File: src/rtl/asbrb_pkg.sv
// ---------------------------------------------------------------------------
// asbrb_pkg
// Types, bit positions and helpers shared by the burst request bridge.
// ---------------------------------------------------------------------------
package asbrb_pkg;

    // Controller states
    typedef enum logic [3:0] {
        ST_IDLE       = 4'd0,
        ST_W          = 4'd1,
        ST_BURST_W    = 4'd2,
        ST_LAST_W     = 4'd3,
        ST_B          = 4'd4,
        ST_ADDR_R     = 4'd5,
        ST_ADDRDATA_R = 4'd6,
        ST_DATA_R     = 4'd7,
        ST_OUT_R      = 4'd8
    } t_state;

    localparam int PAGE_BITS = 12;
    localparam logic [PAGE_BITS-1:0] PAGE_MASK = 12'hFFF;
    localparam int FLAG_BITS = 10;

    // AXI burst codes (reserved code behaves as incrementing)
    localparam logic [1:0] BURST_FIXED = 2'd0;
    localparam logic [1:0] BURST_INCR  = 2'd1;
    localparam logic [1:0] BURST_WRAP  = 2'd2;

    // Bit positions in the handshake word of a request
    localparam int HS_AW_VALID   = 0;
    localparam int HS_W_VALID    = 1;
    localparam int HS_AR_VALID   = 2;
    localparam int HS_B_READY    = 3;
    localparam int HS_R_READY    = 4;
    localparam int HS_REQ_READY  = 5;
    localparam int HS_RESP_VALID = 6;
    localparam int HS_RESP_ERR   = 7;

    // Bit positions in the flag word of a result
    localparam int FL_REQ_VALID = 0;
    localparam int FL_REQ_WRITE = 1;
    localparam int FL_REQ_LAST  = 2;
    localparam int FL_AW_READY  = 3;
    localparam int FL_W_READY   = 4;
    localparam int FL_AR_READY  = 5;
    localparam int FL_B_VALID   = 6;
    localparam int FL_R_VALID   = 7;
    localparam int FL_R_LAST    = 8;
    localparam int FL_RESP_ERR  = 9;

    // Burst stepping controls handed to the address stepper
    typedef struct packed {
        logic [1:0]           kind;
        logic [PAGE_BITS-1:0] wrap_mask;
        logic [7:0]           beat_bytes;
    } t_burst_ctl;

    // Wrap mask: bytes * beats - 1, saturated to the page
    function automatic logic [PAGE_BITS-1:0] wrap_mask_of(input logic [2:0] size,
                                                          input logic [7:0] len);
        logic [15:0] total;
        total = ({8'd0, len} + 16'd1) << size;
        if (total > 16'd4096) begin
            return PAGE_MASK;
        end
        return PAGE_BITS'(total - 16'd1);
    endfunction

endpackage

File: src/rtl/asbrb_if.sv
// ---------------------------------------------------------------------------
// asbrb_in_if / asbrb_out_if
// Valid/ready channels carrying one bus cycle in and one status word out.
// ---------------------------------------------------------------------------
interface asbrb_in_if
    import asbrb_pkg::*;
#(
    parameter int ADDR_BITS = 48,
    parameter int DATA_BITS = 64,
    parameter int ID_BITS   = 5,
    parameter int USER_BITS = 1
);
    logic                   valid;
    logic                   ready;
    logic [7:0]             handshakes;
    logic [ADDR_BITS-1:0]   ax_address;
    logic [2:0]             ax_size;
    logic [7:0]             ax_length;
    logic [1:0]             ax_burst;
    logic [ID_BITS-1:0]     ax_ident;
    logic [USER_BITS-1:0]   ax_userbits;
    logic [DATA_BITS-1:0]   write_data;
    logic [DATA_BITS/8-1:0] write_strobe;
    logic [DATA_BITS-1:0]   read_data_in;

    modport source (
        output valid, handshakes, ax_address, ax_size, ax_length, ax_burst,
               ax_ident, ax_userbits, write_data, write_strobe, read_data_in,
        input  ready
    );
    modport sink (
        input  valid, handshakes, ax_address, ax_size, ax_length, ax_burst,
               ax_ident, ax_userbits, write_data, write_strobe, read_data_in,
        output ready
    );
endinterface

interface asbrb_out_if
    import asbrb_pkg::*;
#(
    parameter int ADDR_BITS = 48,
    parameter int DATA_BITS = 64,
    parameter int ID_BITS   = 5,
    parameter int USER_BITS = 1
);
    logic                   valid;
    logic                   ready;
    logic [FLAG_BITS-1:0]   flags;
    logic [ADDR_BITS-1:0]   request_address;
    logic [7:0]             request_size;
    logic [DATA_BITS-1:0]   request_wdata;
    logic [DATA_BITS/8-1:0] request_wstrb;
    logic [DATA_BITS-1:0]   read_data_out;
    logic [ID_BITS-1:0]     resp_ident;
    logic [USER_BITS-1:0]   resp_userbits;

    modport source (
        output valid, flags, request_address, request_size, request_wdata,
               request_wstrb, read_data_out, resp_ident, resp_userbits,
        input  ready
    );
    modport sink (
        input  valid, flags, request_address, request_size, request_wdata,
               request_wstrb, read_data_out, resp_ident, resp_userbits,
        output ready
    );
endinterface

File: src/rtl/asbrb_beat_addr.sv
// ---------------------------------------------------------------------------
// asbrb_beat_addr
// Next beat address for fixed, incrementing and wrapping bursts, kept
// inside the current 4 KB page.
// ---------------------------------------------------------------------------
module asbrb_beat_addr
    import asbrb_pkg::*;
#(
    parameter int ADDR_BITS = 48
) (
    input  logic [ADDR_BITS-1:0] i_addr,
    input  t_burst_ctl           i_ctl,
    output logic [ADDR_BITS-1:0] o_next
);

    logic [PAGE_BITS-1:0] w_lo;
    logic [PAGE_BITS-1:0] w_inc;
    logic [PAGE_BITS-1:0] w_nxt;

    // Step the page offset; carries out of the page are dropped
    assign w_lo  = i_addr[PAGE_BITS-1:0];
    assign w_inc = w_lo + {{(PAGE_BITS-8){1'b0}}, i_ctl.beat_bytes};

    // Select by burst kind
    always_comb begin
        unique case (i_ctl.kind)
            BURST_FIXED: w_nxt = w_lo;
            BURST_WRAP:  w_nxt = (w_lo & ~i_ctl.wrap_mask) | (w_inc & i_ctl.wrap_mask);
            default:     w_nxt = w_inc;
        endcase
    end

    // Hold the page bits
    assign o_next = {i_addr[ADDR_BITS-1:PAGE_BITS], w_nxt};

endmodule

File: src/rtl/axi4_slave_burst_request_bridge.sv
// ---------------------------------------------------------------------------
// axi4_slave_burst_request_bridge
// AXI4 slave controller that splits read and write bursts into one
// downstream request per beat.
// ---------------------------------------------------------------------------
// Usage:
//   i_in carries one cycle of the AXI and downstream signals per request:
//   the handshake word (valids, readies, downstream error), the AW/AR
//   fields, the W beat and the downstream read data. o_out returns one
//   status word per request: flags, downstream beat address, size, write
//   data and strobes, R data, echoed id and user bits.
//   Each accepted request produces exactly one result, registered in the next
//   cycle; the controller advances once per accepted request. A new
//   request is taken every cycle while the result register is free or being
//   drained, so the throughput is one per clock unless o_out stalls.
//   Writes win over reads in idle. Addresses step within their 4 KB page.
//   Reset (synchronous, active low) returns the controller to idle with all
//   burst registers cleared and drops the result valid.
//   When the receiver stalls o_out, the result holds and i_in.ready falls
//   until it is taken.
// ---------------------------------------------------------------------------
module axi4_slave_burst_request_bridge
    import asbrb_pkg::*;
#(
    parameter int ADDR_BITS = 48,
    parameter int DATA_BITS = 64,
    parameter int ID_BITS   = 5,
    parameter int USER_BITS = 1
) (
    input  logic       i_clk,
    input  logic       i_rst_n,
    asbrb_in_if.sink   i_in,
    asbrb_out_if.source o_out
);

    localparam int STRB_BITS = DATA_BITS / 8;

    // Controller and burst registers
    t_state               r_state,      n_state;
    logic                 r_dn_valid,   n_dn_valid;
    logic                 r_dn_write,   n_dn_write;
    logic [ADDR_BITS-1:0] r_beat_addr,  n_beat_addr;
    logic [DATA_BITS-1:0] r_wdata,      n_wdata;
    logic [STRB_BITS-1:0] r_wstrb,      n_wstrb;
    logic [7:0]           r_beat_bytes, n_beat_bytes;
    logic [7:0]           r_beats_left, n_beats_left;
    logic [1:0]           r_burst_kind, n_burst_kind;
    logic [PAGE_BITS-1:0] r_wrap_mask,  n_wrap_mask;
    logic [ID_BITS-1:0]   r_id,         n_id;
    logic [USER_BITS-1:0] r_user,       n_user;
    logic                 r_rvalid,     n_rvalid;
    logic                 r_rlast,      n_rlast;
    logic [DATA_BITS-1:0] r_rdata,      n_rdata;
    logic                 r_err,        n_err;

    // Result register
    logic                 r_out_valid;
    logic [FLAG_BITS-1:0] r_out_flags;
    logic [ADDR_BITS-1:0] r_out_addr;
    logic [7:0]           r_out_size;
    logic [DATA_BITS-1:0] r_out_wdata;
    logic [STRB_BITS-1:0] r_out_wstrb;
    logic [DATA_BITS-1:0] r_out_rdata;
    logic [ID_BITS-1:0]   r_out_id;
    logic [USER_BITS-1:0] r_out_user;

    logic                 w_accept;
    logic                 w_aw_valid, w_w_valid, w_ar_valid, w_b_ready;
    logic                 w_r_ready, w_req_ready, w_resp_valid, w_resp_err;
    logic                 w_aw_ready, w_w_ready, w_ar_ready, w_b_valid;
    logic [FLAG_BITS-1:0] w_flags;
    logic [ADDR_BITS-1:0] w_next_addr;
    t_burst_ctl           w_ctl;

    // Take a request whenever the result register is free or draining
    assign i_in.ready = !r_out_valid || o_out.ready;
    assign w_accept   = i_in.valid && i_in.ready;

    // Unpack the handshake word
    assign w_aw_valid   = i_in.handshakes[HS_AW_VALID];
    assign w_w_valid    = i_in.handshakes[HS_W_VALID];
    assign w_ar_valid   = i_in.handshakes[HS_AR_VALID];
    assign w_b_ready    = i_in.handshakes[HS_B_READY];
    assign w_r_ready    = i_in.handshakes[HS_R_READY];
    assign w_req_ready  = i_in.handshakes[HS_REQ_READY];
    assign w_resp_valid = i_in.handshakes[HS_RESP_VALID];
    assign w_resp_err   = i_in.handshakes[HS_RESP_ERR];

    // Address stepper
    assign w_ctl.kind       = r_burst_kind;
    assign w_ctl.wrap_mask  = r_wrap_mask;
    assign w_ctl.beat_bytes = r_beat_bytes;

    asbrb_beat_addr #(
        .ADDR_BITS (ADDR_BITS)
    ) u_beat_addr (
        .i_addr (r_beat_addr),
        .i_ctl  (w_ctl),
        .o_next (w_next_addr)
    );

    // AXI channel readies from the current state
    always_comb begin
        w_aw_ready = 1'b0;
        w_w_ready  = 1'b0;
        w_ar_ready = 1'b0;
        w_b_valid  = 1'b0;
        unique case (r_state)
            ST_IDLE: begin
                w_aw_ready = 1'b1;
                w_w_ready  = 1'b1;
                w_ar_ready = !w_aw_valid;
            end
            ST_W:       w_w_ready = 1'b1;
            ST_BURST_W: w_w_ready = w_resp_valid;
            ST_B:       w_b_valid = 1'b1;
            default: begin
                w_aw_ready = 1'b0;
            end
        endcase
    end

    // Assemble the flag word
    always_comb begin
        w_flags               = '0;
        w_flags[FL_REQ_VALID] = r_dn_valid;
        w_flags[FL_REQ_WRITE] = r_dn_write;
        w_flags[FL_REQ_LAST]  = (r_beats_left == 8'd0);
        w_flags[FL_AW_READY]  = w_aw_ready;
        w_flags[FL_W_READY]   = w_w_ready;
        w_flags[FL_AR_READY]  = w_ar_ready;
        w_flags[FL_B_VALID]   = w_b_valid;
        w_flags[FL_R_VALID]   = r_rvalid;
        w_flags[FL_R_LAST]    = r_rlast;
        w_flags[FL_RESP_ERR]  = r_err;
    end

    // Next controller state and burst registers
    always_comb begin
        n_state      = r_state;
        n_dn_valid   = r_dn_valid;
        n_dn_write   = r_dn_write;
        n_beat_addr  = r_beat_addr;
        n_wdata      = r_wdata;
        n_wstrb      = r_wstrb;
        n_beat_bytes = r_beat_bytes;
        n_beats_left = r_beats_left;
        n_burst_kind = r_burst_kind;
        n_wrap_mask  = r_wrap_mask;
        n_id         = r_id;
        n_user       = r_user;
        n_rvalid     = r_rvalid;
        n_rlast      = r_rlast;
        n_rdata      = r_rdata;
        n_err        = r_err;
        unique case (r_state)
            ST_IDLE: begin
                n_dn_valid = 1'b0;
                n_dn_write = 1'b0;
                n_rvalid   = 1'b0;
                n_rlast    = 1'b0;
                n_err      = 1'b0;
                if (w_aw_valid || w_ar_valid) begin
                    n_beat_addr  = i_in.ax_address;
                    n_beat_bytes = 8'd1 << i_in.ax_size;
                    n_beats_left = i_in.ax_length;
                    n_burst_kind = i_in.ax_burst;
                    n_wrap_mask  = wrap_mask_of(i_in.ax_size, i_in.ax_length);
                    n_id         = i_in.ax_ident;
                    n_user       = i_in.ax_userbits;
                end
                priority if (w_aw_valid) begin
                    n_wdata = i_in.write_data;
                    n_wstrb = i_in.write_strobe;
                    if (w_w_valid) begin
                        n_dn_valid = 1'b1;
                        n_dn_write = 1'b1;
                        n_state = (i_in.ax_length != 8'd0) ? ST_BURST_W : ST_LAST_W;
                    end else begin
                        n_state = ST_W;
                    end
                end else if (w_ar_valid) begin
                    n_dn_valid = 1'b1;
                    n_state    = ST_ADDR_R;
                end else begin
                    n_state = ST_IDLE;
                end
            end
            ST_W: begin
                n_wdata = i_in.write_data;
                n_wstrb = i_in.write_strobe;
                if (w_w_valid) begin
                    n_dn_valid = 1'b1;
                    n_dn_write = 1'b1;
                    n_state = (r_beats_left != 8'd0) ? ST_BURST_W : ST_LAST_W;
                end
            end
            ST_BURST_W: begin
                n_dn_valid = w_w_valid;
                if (w_w_valid && w_resp_valid) begin
                    n_beat_addr = w_next_addr;
                    n_wdata     = i_in.write_data;
                    n_wstrb     = i_in.write_strobe;
                    if (r_beats_left == 8'd1) begin
                        n_state = ST_LAST_W;
                    end
                    if (r_beats_left != 8'd0) begin
                        n_beats_left = r_beats_left - 8'd1;
                    end
                end
            end
            ST_LAST_W: begin
                if (w_resp_valid) begin
                    n_dn_valid = 1'b0;
                    n_dn_write = 1'b0;
                    n_err      = w_resp_err;
                    n_state    = ST_B;
                end
            end
            ST_B: begin
                if (w_b_ready) begin
                    n_state = ST_IDLE;
                end
            end
            ST_ADDR_R: begin
                if (w_req_ready) begin
                    if (r_beats_left != 8'd0) begin
                        n_beat_addr  = w_next_addr;
                        n_beats_left = r_beats_left - 8'd1;
                        n_state      = ST_ADDRDATA_R;
                    end else begin
                        n_dn_valid = 1'b0;
                        n_state    = ST_DATA_R;
                    end
                end
            end
            ST_ADDRDATA_R: begin
                n_rvalid = w_resp_valid;
                n_rdata  = i_in.read_data_in;
                n_err    = w_resp_err;
                priority if (!w_resp_valid || r_beats_left == 8'd0) begin
                    n_dn_valid = 1'b0;
                    n_state    = ST_DATA_R;
                end else if (!w_r_ready) begin
                    n_dn_valid = 1'b0;
                    n_state    = ST_OUT_R;
                end else if (!w_req_ready) begin
                    n_state = ST_ADDR_R;
                end else begin
                    n_beat_addr  = w_next_addr;
                    n_beats_left = r_beats_left - 8'd1;
                end
            end
            ST_DATA_R: begin
                if (w_resp_valid) begin
                    n_rvalid = 1'b1;
                    n_rdata  = i_in.read_data_in;
                    n_err    = w_resp_err;
                    n_rlast  = (r_beats_left == 8'd0);
                    n_state  = ST_OUT_R;
                end
            end
            ST_OUT_R: begin
                if (w_r_ready) begin
                    n_rvalid = 1'b0;
                    n_rlast  = 1'b0;
                    if (r_beats_left != 8'd0) begin
                        n_dn_valid = 1'b1;
                        n_state    = ST_ADDR_R;
                    end else begin
                        n_state = ST_IDLE;
                    end
                end
            end
            default: begin
                n_state = r_state;
            end
        endcase
    end

    // Advance the controller once per accepted request
    always_ff @(posedge i_clk) begin
        if (!i_rst_n) begin
            r_state      <= ST_IDLE;
            r_dn_valid   <= 1'b0;
            r_dn_write   <= 1'b0;
            r_beat_addr  <= '0;
            r_wdata      <= '0;
            r_wstrb      <= '0;
            r_beat_bytes <= '0;
            r_beats_left <= '0;
            r_burst_kind <= '0;
            r_wrap_mask  <= '0;
            r_id         <= '0;
            r_user       <= '0;
            r_rvalid     <= 1'b0;
            r_rlast      <= 1'b0;
            r_rdata      <= '0;
            r_err        <= 1'b0;
        end else if (w_accept) begin
            r_state      <= n_state;
            r_dn_valid   <= n_dn_valid;
            r_dn_write   <= n_dn_write;
            r_beat_addr  <= n_beat_addr;
            r_wdata      <= n_wdata;
            r_wstrb      <= n_wstrb;
            r_beat_bytes <= n_beat_bytes;
            r_beats_left <= n_beats_left;
            r_burst_kind <= n_burst_kind;
            r_wrap_mask  <= n_wrap_mask;
            r_id         <= n_id;
            r_user       <= n_user;
            r_rvalid     <= n_rvalid;
            r_rlast      <= n_rlast;
            r_rdata      <= n_rdata;
            r_err        <= n_err;
        end
    end

    // Result valid: set on accept, drop when taken
    always_ff @(posedge i_clk) begin
        if (!i_rst_n) begin
            r_out_valid <= 1'b0;
        end else if (w_accept) begin
            r_out_valid <= 1'b1;
        end else if (o_out.ready) begin
            r_out_valid <= 1'b0;
        end
    end

    // Result payload: the outputs of the cycle just accepted
    always_ff @(posedge i_clk) begin
        if (w_accept) begin
            r_out_flags <= w_flags;
            r_out_addr  <= r_beat_addr;
            r_out_size  <= r_beat_bytes;
            r_out_wdata <= r_wdata;
            r_out_wstrb <= r_wstrb;
            r_out_rdata <= r_rdata;
            r_out_id    <= r_id;
            r_out_user  <= r_user;
        end
    end

    assign o_out.valid           = r_out_valid;
    assign o_out.flags           = r_out_flags;
    assign o_out.request_address = r_out_addr;
    assign o_out.request_size    = r_out_size;
    assign o_out.request_wdata   = r_out_wdata;
    assign o_out.request_wstrb   = r_out_wstrb;
    assign o_out.read_data_out   = r_out_rdata;
    assign o_out.resp_ident      = r_out_id;
    assign o_out.resp_userbits   = r_out_user;

endmodule

File: src/flat_wrapper.sv
// flat-port wrapper written by rule: the top's interface ports become plain ports
module axi4_slave_burst_request_bridge_flat import asbrb_pkg::*;
#(
    parameter int ADDR_BITS = 48,
    parameter int DATA_BITS = 64,
    parameter int ID_BITS   = 5,
    parameter int USER_BITS = 1
)
  (i_clk, i_rst_n, i_in_valid, i_in_handshakes, i_in_ax_address, i_in_ax_size, i_in_ax_length, i_in_ax_burst, i_in_ax_ident, i_in_ax_userbits, i_in_write_data, i_in_write_strobe, i_in_read_data_in, i_in_ready, o_out_valid, o_out_flags, o_out_request_address, o_out_request_size, o_out_request_wdata, o_out_request_wstrb, o_out_read_data_out, o_out_resp_ident, o_out_resp_userbits, o_out_ready);
  asbrb_in_if #(.ADDR_BITS(ADDR_BITS), .DATA_BITS(DATA_BITS), .ID_BITS(ID_BITS), .USER_BITS(USER_BITS)) i_in_i ();
  asbrb_out_if #(.ADDR_BITS(ADDR_BITS), .DATA_BITS(DATA_BITS), .ID_BITS(ID_BITS), .USER_BITS(USER_BITS)) o_out_i ();
  input  logic i_clk;
  input  logic i_rst_n;
  input wire logic [$bits(i_in_i.valid)-1:0] i_in_valid;
  input wire logic [$bits(i_in_i.handshakes)-1:0] i_in_handshakes;
  input wire logic [$bits(i_in_i.ax_address)-1:0] i_in_ax_address;
  input wire logic [$bits(i_in_i.ax_size)-1:0] i_in_ax_size;
  input wire logic [$bits(i_in_i.ax_length)-1:0] i_in_ax_length;
  input wire logic [$bits(i_in_i.ax_burst)-1:0] i_in_ax_burst;
  input wire logic [$bits(i_in_i.ax_ident)-1:0] i_in_ax_ident;
  input wire logic [$bits(i_in_i.ax_userbits)-1:0] i_in_ax_userbits;
  input wire logic [$bits(i_in_i.write_data)-1:0] i_in_write_data;
  input wire logic [$bits(i_in_i.write_strobe)-1:0] i_in_write_strobe;
  input wire logic [$bits(i_in_i.read_data_in)-1:0] i_in_read_data_in;
  output wire logic [$bits(i_in_i.ready)-1:0] i_in_ready;
  output wire logic [$bits(o_out_i.valid)-1:0] o_out_valid;
  output wire logic [$bits(o_out_i.flags)-1:0] o_out_flags;
  output wire logic [$bits(o_out_i.request_address)-1:0] o_out_request_address;
  output wire logic [$bits(o_out_i.request_size)-1:0] o_out_request_size;
  output wire logic [$bits(o_out_i.request_wdata)-1:0] o_out_request_wdata;
  output wire logic [$bits(o_out_i.request_wstrb)-1:0] o_out_request_wstrb;
  output wire logic [$bits(o_out_i.read_data_out)-1:0] o_out_read_data_out;
  output wire logic [$bits(o_out_i.resp_ident)-1:0] o_out_resp_ident;
  output wire logic [$bits(o_out_i.resp_userbits)-1:0] o_out_resp_userbits;
  input wire logic [$bits(o_out_i.ready)-1:0] o_out_ready;
  assign i_in_i.valid = i_in_valid;
  assign i_in_i.handshakes = i_in_handshakes;
  assign i_in_i.ax_address = i_in_ax_address;
  assign i_in_i.ax_size = i_in_ax_size;
  assign i_in_i.ax_length = i_in_ax_length;
  assign i_in_i.ax_burst = i_in_ax_burst;
  assign i_in_i.ax_ident = i_in_ax_ident;
  assign i_in_i.ax_userbits = i_in_ax_userbits;
  assign i_in_i.write_data = i_in_write_data;
  assign i_in_i.write_strobe = i_in_write_strobe;
  assign i_in_i.read_data_in = i_in_read_data_in;
  assign i_in_ready = i_in_i.ready;
  assign o_out_valid = o_out_i.valid;
  assign o_out_flags = o_out_i.flags;
  assign o_out_request_address = o_out_i.request_address;
  assign o_out_request_size = o_out_i.request_size;
  assign o_out_request_wdata = o_out_i.request_wdata;
  assign o_out_request_wstrb = o_out_i.request_wstrb;
  assign o_out_read_data_out = o_out_i.read_data_out;
  assign o_out_resp_ident = o_out_i.resp_ident;
  assign o_out_resp_userbits = o_out_i.resp_userbits;
  assign o_out_i.ready = o_out_ready;
  axi4_slave_burst_request_bridge #(.ADDR_BITS(ADDR_BITS), .DATA_BITS(DATA_BITS), .ID_BITS(ID_BITS), .USER_BITS(USER_BITS)) u_core (.i_clk(i_clk), .i_rst_n(i_rst_n), .i_in(i_in_i), .o_out(o_out_i));
endmodule
File: config.mk
export PLATFORM = sky130hd
export DESIGN_NAME = axi4_slave_burst_request_bridge_flat
export DESIGN_NICKNAME = d
export VERILOG_FILES = /design/src/rtl/asbrb_pkg.sv /design/src/rtl/asbrb_if.sv /design/src/rtl/asbrb_beat_addr.sv /design/src/rtl/axi4_slave_burst_request_bridge.sv /design/src/flat_wrapper.sv
export SDC_FILE = /design/constraint.sdc
export NUM_CORES = 1
export LEC_CHECK = 0
export BUFFER_PORTS_ARGS = -buffer_cell sky130_fd_sc_hd__buf_2
export CORE_MARGIN = 2
export CORE_UTILIZATION = 53
export CTS_CLUSTER_DIAMETER = 60
export DETAILED_ROUTE_END_ITERATION = 10
export PLACE_DENSITY = 0.91
export SYNTH_ARGS = -nofsm -noshare
export SYNTH_HDL_FRONTEND = slang
export SYNTH_SLANG_ARGS = --single-unit
File: constraint.sdc
create_clock -name i_clk -period 7.63 [get_ports i_clk]
set_input_delay 0 -clock i_clk [delete_from_list [all_inputs] [get_ports i_clk]]
set_output_delay 0 -clock i_clk [all_outputs]
set_load 0.05 [all_outputs]
# Yosys cells after proc, flatten, opt, wreduce, memory -nomap -nowiden
# Cells that the tools add are included.
# word_totals
ff_bits	438
input_bits	215
output_inout_bits	210
word_cells	182
# classes
addsub	4
magnitude_cmp	1
eq_ne	29
shift	2
n_mux	75
bitwise_logic	7
n_reduce_logical	37
# ops
cell	count
$mux 48	4
$mux 64	3
$pmux 48 s4	1
$pmux 64 s3	1
$pmux 64 s2	1
$mux 8	9
$mux 12	5
$mux 4	13
$pmux 4 s9	1
$pmux 8 s4	1
$mux 1	26
$and 12x12->12	2
$pmux 12 s2	1
$pmux 8 s3	1
$ne 2x2->1 const B	11
$reduce_and 9->1	2
$eq 4x3->1 const B	4
$gt 16x13->1 const B	1
$reduce_and 4->1	4
$reduce_bool 8->1	2
$shl 9x3->16	1
$add 12x8->12	1
$ne 2x1->1 const B	6
$not 12->12	1
34 further kinds	53

# Longest topological paths before layout
# depth
depth_word	8
mapped_depth	11
mapped_depth_nobuf	10

# By module
# Synthesis repeated with hierarchy kept, for this count alone.
# unflattened
hier_cells	1676
hier_area_um2	17280.3
# by_module_without_submodules
mod	n_inst	cells_each	area_per_inst_um2	seq_area_each_um2
axi4_slave_burst_request_bridge	1	1550	16382.0	10850.4
asbrb_beat_addr	1	126	898.4	0.0

# Worst setup path before layout
# OpenSTA, ideal clock, no wires.
# synth_timing
kind	register to register
startpoint	register u_core.r_out_valid, in the netlist u_core.o_out.valid
endpoint	register u_core.r_rdata[10]
setup_time_ps	132
arrival_time_ps	7084
t_required_ps	7498
path_slack_ps	414
path_stages_with_launch	8
n_path_buf	1
synth_period_minus_slack_ps	7216
path_cell_list	dfxtp_1 nand2b_1 nand2_1 inv_1 nand3_1 clkbuf_1 nand2_1 a21oi_1
# synth_via
elab_chain_len	4
# synth_lines
element	line_no	source
from (decl)	axi4_slave_burst_request_bridge.sv:57	logic r_out_valid;
from (signal assigned)	axi4_slave_burst_request_bridge.sv:323	r_out_valid <= 1'b0;
from (signal assigned)	axi4_slave_burst_request_bridge.sv:325	r_out_valid <= 1'b1;
from (signal assigned)	axi4_slave_burst_request_bridge.sv:327	r_out_valid <= 1'b0;
$logic_not 1->1	axi4_slave_burst_request_bridge.sv:76	assign i_in.ready = !r_out_valid || o_out.ready;
$logic_or 1x1->1	axi4_slave_burst_request_bridge.sv:76	
named net i_in_ready	flat_wrapper.sv:25	output wire logic [$bits(i_in_i.ready)-1:0] i_in_ready;
$logic_and 1x1->1	axi4_slave_burst_request_bridge.sv:77	assign w_accept = i_in.valid && i_in.ready;
named net u_core.w_accept	axi4_slave_burst_request_bridge.sv:67	logic w_accept;
$reduce_and 3->1 (no line)	-	
to (signal assigned)	axi4_slave_burst_request_bridge.sv:315	r_rdata <= n_rdata;
to (decl)	axi4_slave_burst_request_bridge.sv:53	logic [DATA_BITS-1:0] r_rdata, n_rdata;
# The timed path passes the listed nets, and every way through them passes these cells.
# A chain may end at the register's enable or synchronous reset.

==> flow_metrics.py <==
metrics = {
    "outcome": {
        "status": "completed",
    },
    "floorplanning": {
        "core_um2": 30700,
        "die_x_um": 181,
        "start_util_pct": 54.2,
        "die-height_um": 181,
        "row_count": 64,
        "die_area_um2": 32900,
        "ioPinCount": 425,
    },
    "placement": {
        "place.gp.congestion": 0.927,
        "post_dp_cell_area_um2": 18900,
        "port_buffers": 424,
        "hpwl_um": 31200,
        "placedCellCount": 2298,
    },
    "routing": {
        "via_per_inst": 5.83,
        "drtAntennaViolNets": 0,
        "routed_wl_um": 55300,
        "dr_wl_met3_um": 4450,
        "wl_met1_um": 19100,
        "avgRoutedWirePerCell_um": 21.4,
        "highest_layer": "met4",
        "dr.pass1.iters": 5,
        "vias": 15100,
        "drt-initial-drc-count": 1749,
        "drc": 0,
        "met2_length_um": 27600,
    },
    "layout": {
        "drive_gt1_share_pct": 24.4,
        "final_area_um2": 22500,
        "fin_util_pct": 73.2,
        "syn2layout_area_growth_pct": 35.1,
        "final_cell_mix": "buf_2 (424), nand2_1 (408), a21oi_1 (233)",
        "final_cells": 2589,
        "final_nets": 2384,
        "final_common_cell": "buf_2",
    },
    "cts": {
        "cts_tree": "built",
        "cts-root-buf": "clkbuf_16",
        "ctsResizeCount": 0,
        "h-tree-depth": 2,
        "cts-buffers-inserted": 44,
        "clk_path_buf_depth": 3,
        "clock_sink_count": 438,
        "clk_pin_slew_ns": 0.06,
        "clk_latency_ns": 0.55,
    },
    "setup_path": {
        "critPathKind": "reg2reg",
        "crit_family": "compound AO/OA/AOI/OAI gates",
        "worst_setup_path_start_kind": "flop",
        "crit_path_end_kind": "flop",
        "crit_fanout": 35,
        "max_stage_delay_ns": 0.96,
        "cp.arrival_ns": 4.87,
        "path_buf_inv": 1,
        "crit_slowest_cell": "dfxtp_1",
        "cp_cell_sequence": "nand2b_1 -> a21o_1 -> o32a_1 -> nand4_1 -> o21bai_1 -> nand2_1 -> o21ai_0 -> o31a_1 -> dlygate4sd3_1",
        "required_ns": 8.06,
    },
    "sta": {
        "fin_crit_ns": 4.45,
        "fin_crit_sh_pct": 58.3,
        "worst_pin_slew_ns": 1.17,
        "drv_slew": 0,
        "fmax_mhz": 225,
        "rsz0062_at_grt": "false",
        "setup_viol": 0,
        "max-slew-margin-rel_pct": 22.3,
        "finClkSkew_ns": 0.0225,
        "setup_tns_ns": 0,
        "final-hold-violation-count": 0,
    },
    "synth": {
        "synth.distinct_cells": 84,
        "syn_nets": 1800,
        "yosys.area.top_type": "edfxtp_1",
        "ys_ff_latch": 438,
        "synth_edf_count": 208,
        "synth-seq-area-share_pct": 65.1,
        "syn_inst": 1569,
        "yosys_warnings": 0,
        "syn_area_um2": 16700,
        "synthFlopType": "dfxtp_1",
        "synth_top_area_share_pct": 37.5,
        "synth.area.top_cells": "edfxtp_1 (37%), dfxtp_1 (28%), nand2_1 (9.2%)",
        "async_flop_share_pct": 0,
        "avgSynthCellArea_um2": 10.6,
    },
    "power_and_ir_drop": {
        "total_power_mw": 6.19,
        "power_leakage_nw": 9.05,
        "powerDensity_nw_per_um2": 275,
        "vdd_drop_max_v": 0.000174,
    },
    "global_routing": {
        "grt_pass1_vias": 15200,
        "grt_max_degree": 130,
        "grt-ovfl-total": 0,
        "antenna_found_initial": 4,
        "grt.total_usage_pct": 32.6,
        "grt_pass1_wl_um": 84000,
    },
    "run": {
        "max-cap-violations": 0,
    },
    "min_path": {
        "hold_path.class": "in2reg",
    },
}
## registers in the layout (all words and copies together) (netlist names), 2 cells and up, named ones only
name	count
u_core.r_state	4
u_core.o_out.flags	10
u_core.o_out.resp_ident	5
u_core.r_wrap_mask	12
u_core.o_out.request_wdata	64
u_core.r_burst_kind	2
u_core.o_out.request_address	48
u_core.r_beats_left	8
u_core.r_rdata	64
u_core.r_beat_bytes	8
u_core.r_id	5
u_core.o_out.read_data_out	64
u_core.r_wstrb	8
u_core.o_out.request_wstrb	8
u_core.r_beat_addr	36
u_core.o_out.request_size	8
u_core.r_wdata	64
## layout make-up
class / instances / area, um2
clock inverter: 23 / 269
tap: 396 / 495
clock buffer: 59 / 1240
inverter: 20 / 87.6
sequential: 438 / 10900
antenna: 4 / 10.0
timing repair buffer: 638 / 4240
multi-input combinational: 1011 / 5320
fill: 1844 / 8230
## worst min-delay path: stages
cell and delay (ns):
buf_2 0.13, inv_1 0.08, a31oi_1 0.14, nand3_1 0.11
a21oi_1 0.06
## metrics by stage
| step | hold slack (ns) | setup WS [ns] |
|---|---|---|
| after global routing | 0.0804 | 2.95 |
| after global placement | 0.241 | 4.12 |
| final | 0.0425 | 3.18 |
| after floorplan | 0.129 | 0.414 |
| after detailed placement | 0.246 | 4.02 |
| after CTS | 0.00384 | 3.41 |
## cell families after synthesis
group	Yosys count	synth area share, %
compound gates	377	13.9
xor+xnor	17	0.893
fa+ha+maj	16	1.25
buf+inv	120	3.07
flops	438	65.1
mux	6	0.443
simple gates	595	15.3
## Yosys cell counts (5+ instances only)
cell type	number
nand2_1	409
a21oi_1	233
dfxtp_1	230
edfxtp_1	208
clkbuf_1	83
nor2_1	76
o21ai_0	34
inv_1	19
nor3_1	17
ha_1	15
nand3_1	15
or3_1	15
a31oi_1	12
nand2b_1	11
xnor2_1	11
o221a_1	10
a211oi_1	9
o211ai_1	9
a21o_1	8
and3_1	8
buf_2	6
nand4_1	6
o21bai_1	6
xor2_1	6
a311oi_1	5
nand3b_1	5
nor2b_1	5
nor4_1	5
## power breakdown
group / total, mW / internal, mW / switching (mW)
Combinational: 1.13 / 0.341 / 0.791
Sequential: 2.79 / 2.67 / 0.127
Clock: 2.27 / 1.33 / 0.940
Total: 6.19 / 4.33 / 1.86
## layer usage
metal	up-vias	track usage, %
met5	-	0
met4	0	22.4
met1	7095	36.5
li1	6680	-
met2	1022	56.7
met3	307	5.74
## timing repair
item | CTS | global route
hold endpoints to repair | 213 | 0
buffers inserted | 0 | 0
hold buffers | 205 | 0
## final timing paths
kind / from / end / slack (ns) / cells after the start
max: u_core.r_state[0]$_SDFFE_PN0P_ / flop / 3.18 / 9
min: i_in_handshakes[4] / u_core.r_rvalid$_SDFFE_PN0P_ / 0.04 / 5
max reg2reg: u_core.r_state[0]$_SDFFE_PN0P_ / flop / 3.18 / 9
min reg2reg: u_core.r_beat_addr[16]$_SDFFE_PN0P_ / u_core.o_out.request_address[16]$_DFFE_PP_ / 0.43 / 0
(Power assumes the default switching activity.)
